`src/hdl/gpc_pkg.sv`:
```
// Shared types, constants and the pin decode function of the GPIO pin controller.
package gpc_pkg;

	localparam int NUM_BANKS     = 8;
	localparam int PINS_PER_BANK = 32;
	localparam int STORE_DEPTH   = NUM_BANKS * PINS_PER_BANK;
	localparam int BANK_W        = $clog2(NUM_BANKS);
	localparam int BPIN_W        = $clog2(PINS_PER_BANK);
	localparam int IDX_W         = $clog2(STORE_DEPTH);

	// Port sizes in bank order A, B, C, D, E, F, G, L. Bank B carries no pins.
	localparam logic [6:0] BANK_SIZE [NUM_BANKS] = '{
		7'd22, 7'd0, 7'd17, 7'd18, 7'd16, 7'd7, 7'd14, 7'd12
	};

	localparam logic [6:0] PWM_PIN_A = 7'd5;
	localparam logic [6:0] PWM_PIN_B = 7'd6;
	localparam logic [6:0] PWM_PIN_L = 7'd104;

	localparam logic [2:0] MODE_ALT2     = 3'd2;
	localparam logic [2:0] MODE_ALT3     = 3'd3;
	localparam logic [2:0] MODE_DISABLED = 3'd7;
	localparam logic [3:0] MODE_PWM      = 4'd8;
	localparam logic [1:0] PULL_KEEP     = 2'd3;

	typedef enum logic [2:0] {
		ACT_READ_MODE  = 3'd0,
		ACT_SET_MODE   = 3'd1,
		ACT_READ_PULL  = 3'd2,
		ACT_SET_PULL   = 3'd3,
		ACT_WRITE_LVL  = 3'd4,
		ACT_TOGGLE_LVL = 3'd5,
		ACT_READ_LVL   = 3'd6
	} action_t;

	typedef enum logic [1:0] {
		ST_OK         = 2'd0,
		ST_RANGE      = 2'd1,
		ST_PWM_DENIED = 2'd2
	} status_t;

	typedef struct packed {
		logic [2:0] mode;
		logic [1:0] pull;
		logic       level;
	} entry_t;

	localparam int     ENTRY_W     = $bits(entry_t);
	localparam entry_t RESET_ENTRY = '{mode: MODE_DISABLED, pull: 2'd0, level: 1'b0};

	typedef struct packed {
		logic [3:0] mode_out;
		logic [1:0] pull_out;
		logic       level_out;
		status_t    status;
	} result_t;

	typedef struct packed {
		logic             ok;
		logic [IDX_W-1:0] idx;
	} decode_t;

	// Walks the port sizes in turn; the index is bank * PINS_PER_BANK + pin within bank.
	function automatic decode_t decode_pin(input logic [6:0] pin);
		decode_t    d;
		logic [6:0] rest;
		d.ok  = 1'b0;
		d.idx = '0;
		rest  = pin;
		for (int b = 0; b < NUM_BANKS; b++) begin
			if (!d.ok) begin
				if (rest < BANK_SIZE[b]) begin
					d.ok  = 1'b1;
					d.idx = {b[BANK_W-1:0], rest[BPIN_W-1:0]};
				end else begin
					rest = rest - BANK_SIZE[b];
				end
			end
		end
		return d;
	endfunction

endpackage

```
`src/hdl/gpc_req_if.sv`:
```
// Request channel interface of the GPIO pin controller.
interface gpc_req_if;
	logic       valid;
	logic       ready;
	logic [2:0] action;
	logic [6:0] pin;
	logic [3:0] mode_value;
	logic [1:0] pull_value;
	logic       level;

	modport source (output valid, action, pin, mode_value, pull_value, level, input ready);
	modport sink   (input valid, action, pin, mode_value, pull_value, level, output ready);
endinterface

```
`src/hdl/gpc_rsp_if.sv`:
```
// Response channel interface of the GPIO pin controller.
interface gpc_rsp_if;
	logic       valid;
	logic       ready;
	logic [3:0] mode_out;
	logic [1:0] pull_out;
	logic       level_out;
	logic [1:0] status;

	modport source (output valid, mode_out, pull_out, level_out, status, input ready);
	modport sink   (input valid, mode_out, pull_out, level_out, status, output ready);
endinterface

```
`src/hdl/gpc_ram.sv`:
```
// Generic single-write, single-read RAM with registered read data.
module gpc_ram #(
	parameter int WIDTH = 8,
	parameter int DEPTH = 256
) (
	input  logic                     clk,
	input  logic                     wr_en,
	input  logic [$clog2(DEPTH)-1:0] wr_addr,
	input  logic [WIDTH-1:0]         wr_data,
	input  logic                     rd_en,
	input  logic [$clog2(DEPTH)-1:0] rd_addr,
	output logic [WIDTH-1:0]         rd_data
);
	logic [WIDTH-1:0] mem [DEPTH];

	always_ff @(posedge clk) begin
		if (wr_en) begin
			mem[wr_addr] <= wr_data;
		end
		if (rd_en) begin
			rd_data <= mem[rd_addr];
		end
	end
endmodule

```
`src/hdl/gpc_update.sv`:
```
// Per-action update of one pin entry and formation of the result fields.
module gpc_update import gpc_pkg::*; (
	input  logic [2:0] action,
	input  logic [6:0] pin,
	input  logic [3:0] mode_value,
	input  logic [1:0] pull_value,
	input  logic       level,
	input  logic       in_range,
	input  entry_t     cur,
	output entry_t     nxt,
	output result_t    res
);
	status_t    status;
	logic       pwm_pin_a;
	logic       pwm_pin_l;
	logic [3:0] shown_mode;

	assign pwm_pin_a = (pin == PWM_PIN_A) || (pin == PWM_PIN_B);
	assign pwm_pin_l = (pin == PWM_PIN_L);

	always_comb begin
		nxt    = cur;
		status = ST_OK;
		case (action)
			ACT_SET_MODE: begin
				if (mode_value == MODE_PWM) begin
					if (pwm_pin_a) begin
						nxt.mode = MODE_ALT3;
					end else if (pwm_pin_l) begin
						nxt.mode = MODE_ALT2;
					end else begin
						status = ST_PWM_DENIED;
					end
				end else if (mode_value < MODE_PWM) begin
					nxt.mode = mode_value[2:0];
				end
			end
			ACT_SET_PULL: begin
				if (pull_value != PULL_KEEP) begin
					nxt.pull = pull_value;
				end
			end
			ACT_WRITE_LVL:  nxt.level = level;
			ACT_TOGGLE_LVL: nxt.level = ~cur.level;
			default: ;
		endcase
	end

	// Pins wired to the PWM block report PWM while they sit in that alternate function.
	always_comb begin
		if ((nxt.mode == MODE_ALT3 && pwm_pin_a) || (nxt.mode == MODE_ALT2 && pwm_pin_l)) begin
			shown_mode = MODE_PWM;
		end else begin
			shown_mode = {1'b0, nxt.mode};
		end
	end

	always_comb begin
		if (in_range) begin
			res.mode_out  = shown_mode;
			res.pull_out  = nxt.pull;
			res.level_out = nxt.level;
			res.status    = status;
		end else begin
			res.mode_out  = '0;
			res.pull_out  = '0;
			res.level_out = 1'b0;
			res.status    = ST_RANGE;
		end
	end
endmodule

```
`src/hdl/gpio_port_pin_controller.sv`:
```
// Top level of the GPIO pin controller: decode, pin store, update and response register.
// A request waits in stage s1 for its store read, then its result goes to the response register.
// Throughput: one transaction per cycle unless rsp stalls; one store read-modify-write each.
// The store is a RAM with registered read; a write-forward register covers back-to-back
// accesses to the same pin.
// Reset clears per-entry valid bits, so every pin reads as disabled, pull off, level low at once.
module gpio_port_pin_controller import gpc_pkg::*; (
	input  logic     clk,
	input  logic     arst_n,
	gpc_req_if.sink  req,
	gpc_rsp_if.source rsp
);
	decode_t              dec;
	logic                 accept;
	logic                 adv;

	logic                 valid_s1;
	logic [2:0]           action_s1;
	logic [6:0]           pin_s1;
	logic [3:0]           mode_value_s1;
	logic [1:0]           pull_value_s1;
	logic                 level_s1;
	logic                 in_range_s1;
	logic [IDX_W-1:0]     idx_s1;
	logic                 ent_vld_s1;

	logic [STORE_DEPTH-1:0] ent_vld_q;
	logic                 fwd_vld_q;
	logic [IDX_W-1:0]     fwd_idx_q;
	entry_t               fwd_data_q;

	logic [ENTRY_W-1:0]   ram_rd;
	entry_t               cur;
	entry_t               nxt;
	result_t              res;
	logic                 wr_en;

	logic                 out_vld_q;
	result_t              out_q;

	assign dec    = decode_pin(req.pin);
	assign accept = req.valid && req.ready;
	assign adv    = valid_s1 && (!out_vld_q || rsp.ready);
	assign req.ready = !valid_s1 || adv;
	assign wr_en  = adv && in_range_s1;

	gpc_ram #(
		.WIDTH (ENTRY_W),
		.DEPTH (STORE_DEPTH)
	) u_store (
		.clk     (clk),
		.wr_en   (wr_en),
		.wr_addr (idx_s1),
		.wr_data (nxt),
		.rd_en   (accept),
		.rd_addr (dec.idx),
		.rd_data (ram_rd)
	);

	// The latest write always matches the store for its index, so it may be used whenever it hits.
	always_comb begin
		if (fwd_vld_q && fwd_idx_q == idx_s1) begin
			cur = fwd_data_q;
		end else if (ent_vld_s1) begin
			cur = entry_t'(ram_rd);
		end else begin
			cur = RESET_ENTRY;
		end
	end

	gpc_update u_update (
		.action     (action_s1),
		.pin        (pin_s1),
		.mode_value (mode_value_s1),
		.pull_value (pull_value_s1),
		.level      (level_s1),
		.in_range   (in_range_s1),
		.cur        (cur),
		.nxt        (nxt),
		.res        (res)
	);

	always_ff @(posedge clk or negedge arst_n) begin
		if (!arst_n) begin
			valid_s1 <= 1'b0;
		end else if (accept) begin
			valid_s1 <= 1'b1;
		end else if (adv) begin
			valid_s1 <= 1'b0;
		end
	end

	always_ff @(posedge clk) begin
		if (accept) begin
			action_s1     <= req.action;
			pin_s1        <= req.pin;
			mode_value_s1 <= req.mode_value;
			pull_value_s1 <= req.pull_value;
			level_s1      <= req.level;
			in_range_s1   <= dec.ok;
			idx_s1        <= dec.idx;
			ent_vld_s1    <= ent_vld_q[dec.idx];
		end
	end

	always_ff @(posedge clk or negedge arst_n) begin
		if (!arst_n) begin
			ent_vld_q <= '0;
			fwd_vld_q <= 1'b0;
		end else if (wr_en) begin
			ent_vld_q[idx_s1] <= 1'b1;
			fwd_vld_q         <= 1'b1;
		end
	end

	always_ff @(posedge clk) begin
		if (wr_en) begin
			fwd_idx_q  <= idx_s1;
			fwd_data_q <= nxt;
		end
	end

	always_ff @(posedge clk or negedge arst_n) begin
		if (!arst_n) begin
			out_vld_q <= 1'b0;
		end else if (adv) begin
			out_vld_q <= 1'b1;
		end else if (rsp.ready) begin
			out_vld_q <= 1'b0;
		end
	end

	always_ff @(posedge clk) begin
		if (adv) begin
			out_q <= res;
		end
	end

	assign rsp.valid     = out_vld_q;
	assign rsp.mode_out  = out_q.mode_out;
	assign rsp.pull_out  = out_q.pull_out;
	assign rsp.level_out = out_q.level_out;
	assign rsp.status    = out_q.status;
endmodule

```
`src/flat_wrapper.sv`:
```
// flat-port wrapper written by rule: the top's interface ports become plain ports
module gpio_port_pin_controller_flat import gpc_pkg::*;
  (clk, arst_n, req_valid, req_action, req_pin, req_mode_value, req_pull_value, req_level, req_ready, rsp_valid, rsp_mode_out, rsp_pull_out, rsp_level_out, rsp_status, rsp_ready);
  gpc_req_if req_i ();
  gpc_rsp_if rsp_i ();
  input  logic clk;
  input  logic arst_n;
  input wire logic [$bits(req_i.valid)-1:0] req_valid;
  input wire logic [$bits(req_i.action)-1:0] req_action;
  input wire logic [$bits(req_i.pin)-1:0] req_pin;
  input wire logic [$bits(req_i.mode_value)-1:0] req_mode_value;
  input wire logic [$bits(req_i.pull_value)-1:0] req_pull_value;
  input wire logic [$bits(req_i.level)-1:0] req_level;
  output wire logic [$bits(req_i.ready)-1:0] req_ready;
  output wire logic [$bits(rsp_i.valid)-1:0] rsp_valid;
  output wire logic [$bits(rsp_i.mode_out)-1:0] rsp_mode_out;
  output wire logic [$bits(rsp_i.pull_out)-1:0] rsp_pull_out;
  output wire logic [$bits(rsp_i.level_out)-1:0] rsp_level_out;
  output wire logic [$bits(rsp_i.status)-1:0] rsp_status;
  input wire logic [$bits(rsp_i.ready)-1:0] rsp_ready;
  assign req_i.valid = req_valid;
  assign req_i.action = req_action;
  assign req_i.pin = req_pin;
  assign req_i.mode_value = req_mode_value;
  assign req_i.pull_value = req_pull_value;
  assign req_i.level = req_level;
  assign req_ready = req_i.ready;
  assign rsp_valid = rsp_i.valid;
  assign rsp_mode_out = rsp_i.mode_out;
  assign rsp_pull_out = rsp_i.pull_out;
  assign rsp_level_out = rsp_i.level_out;
  assign rsp_status = rsp_i.status;
  assign rsp_i.ready = rsp_ready;
  gpio_port_pin_controller u_core (.clk(clk), .arst_n(arst_n), .req(req_i), .rsp(rsp_i));
endmodule
```
`config.mk`:
```
export PLATFORM = sky130hd
export DESIGN_NAME = gpio_port_pin_controller_flat
export DESIGN_NICKNAME = d
export VERILOG_FILES = /design/src/hdl/gpc_pkg.sv /design/src/hdl/gpc_req_if.sv /design/src/hdl/gpc_rsp_if.sv /design/src/hdl/gpc_ram.sv /design/src/hdl/gpc_update.sv /design/src/hdl/gpio_port_pin_controller.sv /design/src/flat_wrapper.sv
export SDC_FILE = /design/constraint.sdc
export NUM_CORES = 2
export LEC_CHECK = 0
export BUFFER_PORTS_ARGS = -buffer_cell sky130_fd_sc_hd__buf_2
export CORE_MARGIN = 4
export CORE_UTILIZATION = 40
export DETAILED_ROUTE_END_ITERATION = 10
export PLACE_DENSITY = 0.53
export RECOVER_POWER = 25
export SYNTH_ARGS = -nofsm -noshare
export SYNTH_HDL_FRONTEND = slang
export SYNTH_SLANG_ARGS = --single-unit
```
`constraint.sdc`:
```
create_clock -name clk -period 21.5 [get_ports clk]
set_input_delay 3.225 -clock clk [delete_from_list [all_inputs] [get_ports clk]]
set_output_delay 3.225 -clock clk [all_outputs]
set_load 0.03 [all_outputs]
```
# Yosys cells after proc, flatten, opt, wreduce, memory -nomap -nowiden
# Memories as Yosys holds them, arrays and structs flattened. A register that Yosys moved wholly into a read port is not among the register bits.
# Cells that the tools add are included.
# word_totals
word_cells	126
ramBits	1536
latchBits	0
n_memories	1
rom_bits	0
inputBits	21
reg_bits	309
# mem_list
name	words	width	rd	rd_ports_with_merged_regs	wr	line	rtl
u_core.u_store.mem	256	6	1	1	1	gpc_ram.sv:14	logic [WIDTH-1:0] mem [DEPTH];
# op_classes
order_cmp	12
n_reduce_logical	17
div	0
bitwise_logic	5
n_addsub	6
shift	0
eq_ne	12
multipliers	0
n_mux	51
# op_table
op	n
OR 256 bit	1
2-to-1 mux 9 bit	14
2-to-1 mux 7 bit	11
less-than comparator 7 x 5 -> 1 bit, second input constant	4
subtractor 7 x 5 -> 7 bit, second input constant	4
less-than comparator 8 x 9 -> 1 bit, second input constant	2
2-to-1 mux 3 bit	5
equality test 7 x 3 -> 1 bit, second input constant	2
less-than comparator 7 x 4 -> 1 bit, second input constant	2
2-to-1 mux 6 bit	2
2-to-1 mux 1 bit	11
equality test 3 x 2 -> 1 bit, second input constant	3
binary-select mux 1 bit (select 8 bit)	1
demux 1 bit (select 8 bit)	1
equality test 8 bit	1
>= comparator 8 x 1 -> 1 bit, second input constant	1
2-to-1 mux 8 bit	1
equality test 7 bit, second input constant	1
logical AND 1 bit	7
less-than comparator 7 x 1 -> 1 bit, second input constant	1
less-than comparator 7 x 3 -> 1 bit, second input constant	1
subtractor 7 x 3 -> 7 bit, second input constant	1
subtractor 7 x 4 -> 7 bit, second input constant	1
equality test 3 bit, second input constant	2
other kinds (13)	23

# Longest topological paths before layout
# depth
depth_word	23
mapped_depth	43
ltp_nobuf	37

# By module
# Synthesis repeated with hierarchy kept, for this count alone.
# unflattened
hier_cells	4175
hier_area_um2	72508.3
# modules_own_cells
module	area_each_um2	instances	seq_area_each_um2	cells_per_inst
gpc_ram	60133.9	1	46304.4	2964
gpio_port_pin_controller	11937.7	1	5980.7	1147
gpc_update	436.7	1	0.0	64

# Worst setup path before layout
# No wires, ideal clock.
# synth_path
kind	input -> register
startpoint	in req_pin[1]
endpoint	reg u_core.ent_vld_s1 (data pin)
path_slack_ns	10.345
path_stages	43
arrival_time_ns	10.890
setup_time_ns	0.266
path_buffers	7
required_time_ns	21.234
cell_sequence	ha_1 buf_2 o21ai_1 nand2_1 inv_2 ha_1 nand2b_1 or3_1 buf_2 a32oi_4 nor2_2 a21oi_4 ha_1 o21a_1 o211ai_1 a21boi_2 o21ai_1 a21oi_1 [7 not listed] o21ai_0 ha_1 o21bai_1 a31oi_1 and3_1 o31a_1 o31ai_2 nand2_2 buf_2 buf_4 buf_2 buf_2 nand2_1 nand3_1 a32oi_1 nand4_1 nand3_1 o211ai_1
# synth_via
elab_chain_cells	23
word_cells_on_any_way	42
cone_classes	6 x add/sub; 8 x order compare; 28 x mux
# synth_lines
item	line	rtl
start, declared	flat_wrapper.sv:10	input wire logic [$bits(req_i.pin)-1:0] req_pin;
subtractor 7 x 5 -> 7 bit / less-than comparator 7 x 5 -> 1 bit (equally long branches)	gpc_pkg.sv:76, gpc_pkg.sv:72	
2-to-1 mux 7 bit	gpc_pkg.sv:72	if (rest < BANK_SIZE[b]) begin
less-than comparator 7 x 1 -> 1 bit	gpc_pkg.sv:72	
2-to-1 mux 9 bit	gpc_pkg.sv:72	
2-to-1 mux 9 bit	gpc_pkg.sv:71	if (!d.ok) begin
2-to-1 mux 7 bit	gpc_pkg.sv:71	
subtractor 7 x 5 -> 7 bit / less-than comparator 7 x 5 -> 1 bit (equally long branches)	gpc_pkg.sv:76, gpc_pkg.sv:72	
2-to-1 mux 7 bit	gpc_pkg.sv:72	
[7 not listed]	--	
subtractor 7 x 4 -> 7 bit / less-than comparator 7 x 4 -> 1 bit (equally long branches)	gpc_pkg.sv:76, gpc_pkg.sv:72	
2-to-1 mux 7 bit	gpc_pkg.sv:72	
2-to-1 mux 7 bit	gpc_pkg.sv:71	
less-than comparator 7 x 4 -> 1 bit	gpc_pkg.sv:72	
2-to-1 mux 9 bit	gpc_pkg.sv:72	
2-to-1 mux 8 bit (*)	gpc_pkg.sv:71	
binary-select mux 1 bit (select 8 bit) (*)	gpio_port_pin_controller.sv:102	ent_vld_s1 <= ent_vld_q[dec.idx];
2-to-1 mux 1 bit (not written as such) (*)	gpio_port_pin_controller.sv:102	
end signal, assigned	gpio_port_pin_controller.sv:102	
end, declared	gpio_port_pin_controller.sv:25	logic ent_vld_s1;
# Every way passes the cells marked *; elsewhere a longest branch is shown, timed or not. The select of a mux whose other input is x is not followed.
# A chain may end at the register's enable or synchronous reset.

# Worst setup path in the final report
# layout_path
startpoint	in req_pin[1]
endpoint	reg u_core.u_store.rd_data[5], read port of u_core.u_store.mem (data pin)
# layout_via
elab_chain_cells	21
word_cells_on_any_way	40
cone_classes	6 x add/sub; 8 x order compare; 26 x mux
# layout_lines
item	line	rtl
subtractor 7 x 5 -> 7 bit / less-than comparator 7 x 5 -> 1 bit (equally long branches)	gpc_pkg.sv:76, gpc_pkg.sv:72	
2-to-1 mux 7 bit	gpc_pkg.sv:72	
less-than comparator 7 x 1 -> 1 bit	gpc_pkg.sv:72	
2-to-1 mux 9 bit	gpc_pkg.sv:72	
2-to-1 mux 9 bit	gpc_pkg.sv:71	
2-to-1 mux 7 bit	gpc_pkg.sv:71	
subtractor 7 x 5 -> 7 bit / less-than comparator 7 x 5 -> 1 bit (equally long branches)	gpc_pkg.sv:76, gpc_pkg.sv:72	
2-to-1 mux 7 bit	gpc_pkg.sv:72	
[5 not listed]	--	
2-to-1 mux 7 bit	gpc_pkg.sv:72	
2-to-1 mux 7 bit	gpc_pkg.sv:71	
subtractor 7 x 4 -> 7 bit / less-than comparator 7 x 4 -> 1 bit (equally long branches)	gpc_pkg.sv:76, gpc_pkg.sv:72	
2-to-1 mux 7 bit	gpc_pkg.sv:72	
2-to-1 mux 7 bit	gpc_pkg.sv:71	
less-than comparator 7 x 4 -> 1 bit	gpc_pkg.sv:72	
2-to-1 mux 9 bit	gpc_pkg.sv:72	
2-to-1 mux 8 bit (*)	gpc_pkg.sv:71	
end, declared	gpc_ram.sv:12	output logic [WIDTH-1:0] rd_data
# Every way passes the cells marked *; elsewhere a longest branch is shown, timed or not.

==> results.md <==
* Status: finished, violations left
* Failing checks: max-capacitance violations, max-slew violations
* Worst slew pin tran at 7.310 ns
* Post-synthesis cell type count at 93
* Clock Tree Buf Depth at 3
* Worst Hold Launch: u_core.ent_vld_q[171]
* Fin Hold WS at approximately 0.46 ns
* Critical setup path kind: in2reg
* # DRC at 0
* Crit path arrival time at 14.46 ns
* Multi-input logic area at 12440 um^2
* Final core utilization at 45.17%
* Initial core utilization at around two fifths
* Router iterations before antenna repair at 6
* Clock sinks at 1067
* Die Wd at 342.2 um
* Worst skew pair latency at roughly 0.70 ns
* Crit path largest cell delay at 0.69 ns
* CP endpoint kind: flop
* Top delay family on crit path: compound AO/OA/AOI/OAI gates
* CTS Hold Bufs at 0
* Register area share after synthesis at 70.07%
* Slew HR at -387.3%
* Final setup vio count at 0
* First-pass GRT wire length at 189800 um
* Hold path endpoint: u_core.ent_vld_q[171]
* Post-Syn Nets at 3608
* RR Endpoint: u_core.u_store.mem[110][1]
* Post-route ant nets at 0
* Primary FF master, synth: edfxtp_1
* Ranking of synthesized cells by area: edfxtp_1 62%, dfrtp_1 8.2%, nand2_1 6.3%
* Global Route Usage Sum at 21.66%
* Setup Skew at 0.02127 ns
* Cells after Synth at between 3000 and 4000
* CTS Root Buffer Type: clkbuf_16
* Vias per inst at between 5 and 6
* Synth-to-layout area growth at 12.04%
* Uppermost layer routed: met4
* Met3 routed WL at 8096 um
* Final slew viol count at 516
* Std cell rows at between 100 and 150
* Hold depth at 1
* FF+latch count, synth at 1067
* Yosys warning total at 0
* Die area at ~120000 um^2
* Worst setup startpoint: req_pin[1]
* Final #Nets at ~3600
* Setup TNS at 0 ns
* Post-synth EDFFs at between 900 and 1000
* Initial antenna violation count at 4
* Final hold vios at 0
* Synth Cell Area at approximately 45000 um^2
* WL per Instance at between 20 and 25 um
* Startpoint types: input port
* WL met2 at ~59000 um
* Max-cap violations at 7
* Core box area at 110800 um^2
* Crit-path max FO at roughly 140
* Routed wire length at 128500 um
* Reg2reg path depth at 8
* H-Tree Depth at 3
* Pin count of the biggest net entering global routing at 173
* Min-delay worst type: reg2reg
* Most common cell on crit path: ha_1
* Congestion Overflow GR at 0
* CP Data Required Time at around 22 ns
* Leakage at roughly 18 nW
* Share of cells above drive strength 1 at around an eighth
* Tcrit/Tclk final at between 60 and 70%
* Pre-CTS WS at 7.079 ns
* Via Count at a little under 30000
* RePlAce Congestion at 0.8440
* CTS Buf Count at 112
* Die Y at 342.2 um
* Clock transition at the registers of the reported paths at 0.06 ns
* Reg2reg start: u_core.idx_s1[2]
* Slowest cell on crit path: buf_4
* Total power at 7.261 mW
* Reg2reg setup slack at 12.56 ns
* PortBufs at 31
* Fillers at between 10000 and 15000
* P per Cell Area at 145.1 nW/um^2
* Routed metal-1 wirelength at around 57000 um
* Setup WS post-layout at 7.457 ns
* Drt first-iter violations at approximately 3000
* Fmax at 0.07121 GHz
* Top cell type's share of synthesized area at 61.84%
* Minimum clock period at 14.04 ns
* Resized cells post-CTS at 0
* Setup bufs post-CTS at 0
* Storage cell area at 31310 um^2
* RSZ-0062 raised after global routing: no
* Post-DP HPWL at 77130 um
* VDD IR max at 0.0001096 V
* I/O pin count at 32
* Post-synth top area cell: edfxtp_1
* CTS tree: done
* Vias in the first global route at 27930
* CP bufs+invs at 7
* Syn_area_per_cell at 12.48 um^2
* Asr flop ratio synth at 13.78%
## per-stage QoR
step	std cells	cell area (um^2)
after global routing	5146	50050
after CTS	5146	50130
final	5148	50050
after detailed placement	4932	46320
after floorplan	3581	44680
after global placement	4932	46320
## layer usage
metal	global-route usage, %	vias to the layer above
li1	-	13130
met1	31.04	14630
met2	33.95	882
met3	3.576	199
met4	6.742	0
met5	0	-
## state kept, by name (all words and copies together) (netlist names)
register	count
u_core.u_store.mem	864
u_core.ent_vld_q	144
u_core.fwd_idx_q	8
u_core.idx_s1	8
u_core.pin_s1	7
u_core.fwd_data_q	6
u_core.u_store.rd_data	6
u_core.mode_value_s1	4
u_core.rsp.mode_out	4
u_core.action_s1	3
u_core.pull_value_s1	2
u_core.rsp.pull_out	2
u_core.rsp.status	2
u_core.ent_vld_s1	1
u_core.fwd_vld_q	1
u_core.in_range_s1	1
u_core.level_s1	1
u_core.rsp.level_out	1
u_core.rsp.valid	1
u_core.valid_s1	1
## synth_stat cells, types with 61 or more instances
cell	n
edfxtp_1	920
nand2_1	755
nand3_1	307
nor2_1	261
or2_2	148
dfrtp_1	147
mux2i_1	128
buf_2	102
clkbuf_1	100
a31oi_1	72
o21ai_0	67
nand4_1	64
a21oi_1	61
## how the worst max path moves through the flow
stage / to / slack [ns] / depth (start not counted)
global route: u_core.u_store.rd_data[5] / 6.63 / 41
finish: u_core.u_store.rd_data[5] / 7.46 / 41
floorplan: u_core.ent_vld_s1 / 10.34 / 43
CTS: u_core.u_store.rd_data[3] / 7.78 / 41
global placement: u_core.u_store.rd_data[5] / 7.30 / 41
detailed placement: u_core.u_store.rd_data[3] / 7.08 / 41
## cell type report
cell class                      instances  area share, %
Antenna cell                            2       0.009999
Clock buffer                          159          6.359
Clock inverter                         55          1.270
Inverter                               18         0.1550
Multi-Input combinational cell       2276          24.85
Sequential cell                      1067          62.54
Tap cell                             1488          3.720
Timing Repair Buffer                   83          1.097
## kinds of logic after synthesis
logic type | share of synthesized area, %
adder cells (fa/ha/maj) | 0.1680
buffers and inverters | 2.361
AND/OR/NAND/NOR | 17.17
AO/OA/AOI/OAI | 6.940
flip-flops | 70.07
XOR/XNOR | 0.3725
multiplexers | 2.918
## power by group
part           internal [mW]  switching [mW]  total [mW]
combinational          0.669            1.95        2.62
sequential              2.59          0.0493        2.64
clock                   1.18           0.818        1.99
## placed cells by master, fill, tap and decap left out, drive strengths merged, types with 6 or more instances in the layout
cell type  Yosys  routed
a2111oi        9       9
a211oi        30      30
a21oi         65      65
a221oi        18      18
a22oi         12      12
a311oi        10      10
a31oi         73      73
a32oi         40      40
and2          16      16
and3          33      33
and4b          6       6
buf          120      68
bufinv         0      12
clkbuf       100     174
clkinv         1      42
dfrtp        147     147
edfxtp       920     920
ha             6       6
inv           17      17
mux2i        128     128
nand2        758     758
nand2b        13      13
nand3        308     308
nand4         64      64
nor2         263     263
nor2b          9       9
nor3          21      21
nor4          12      12
o211ai        14      14
o21ai         78      78
o22ai          7       7
o311ai        14      14
o31ai         10      10
or2          150     150
or3           17      17
xnor2          8       8
xor2          11      11
## worst reg2reg max path, delay by kind of cell, from the launching register on
kind | cells | cell delay [ns]
and+or+nand+nor | 4 | 0.98
AOI/OAI and AO/OA | 1 | 0.20
xor gates and xnor gates | 1 | 0.22
DFF | 1 | 0.52
buffers and inverters | 2 | 5.57
(Power assumes the default switching activity.)
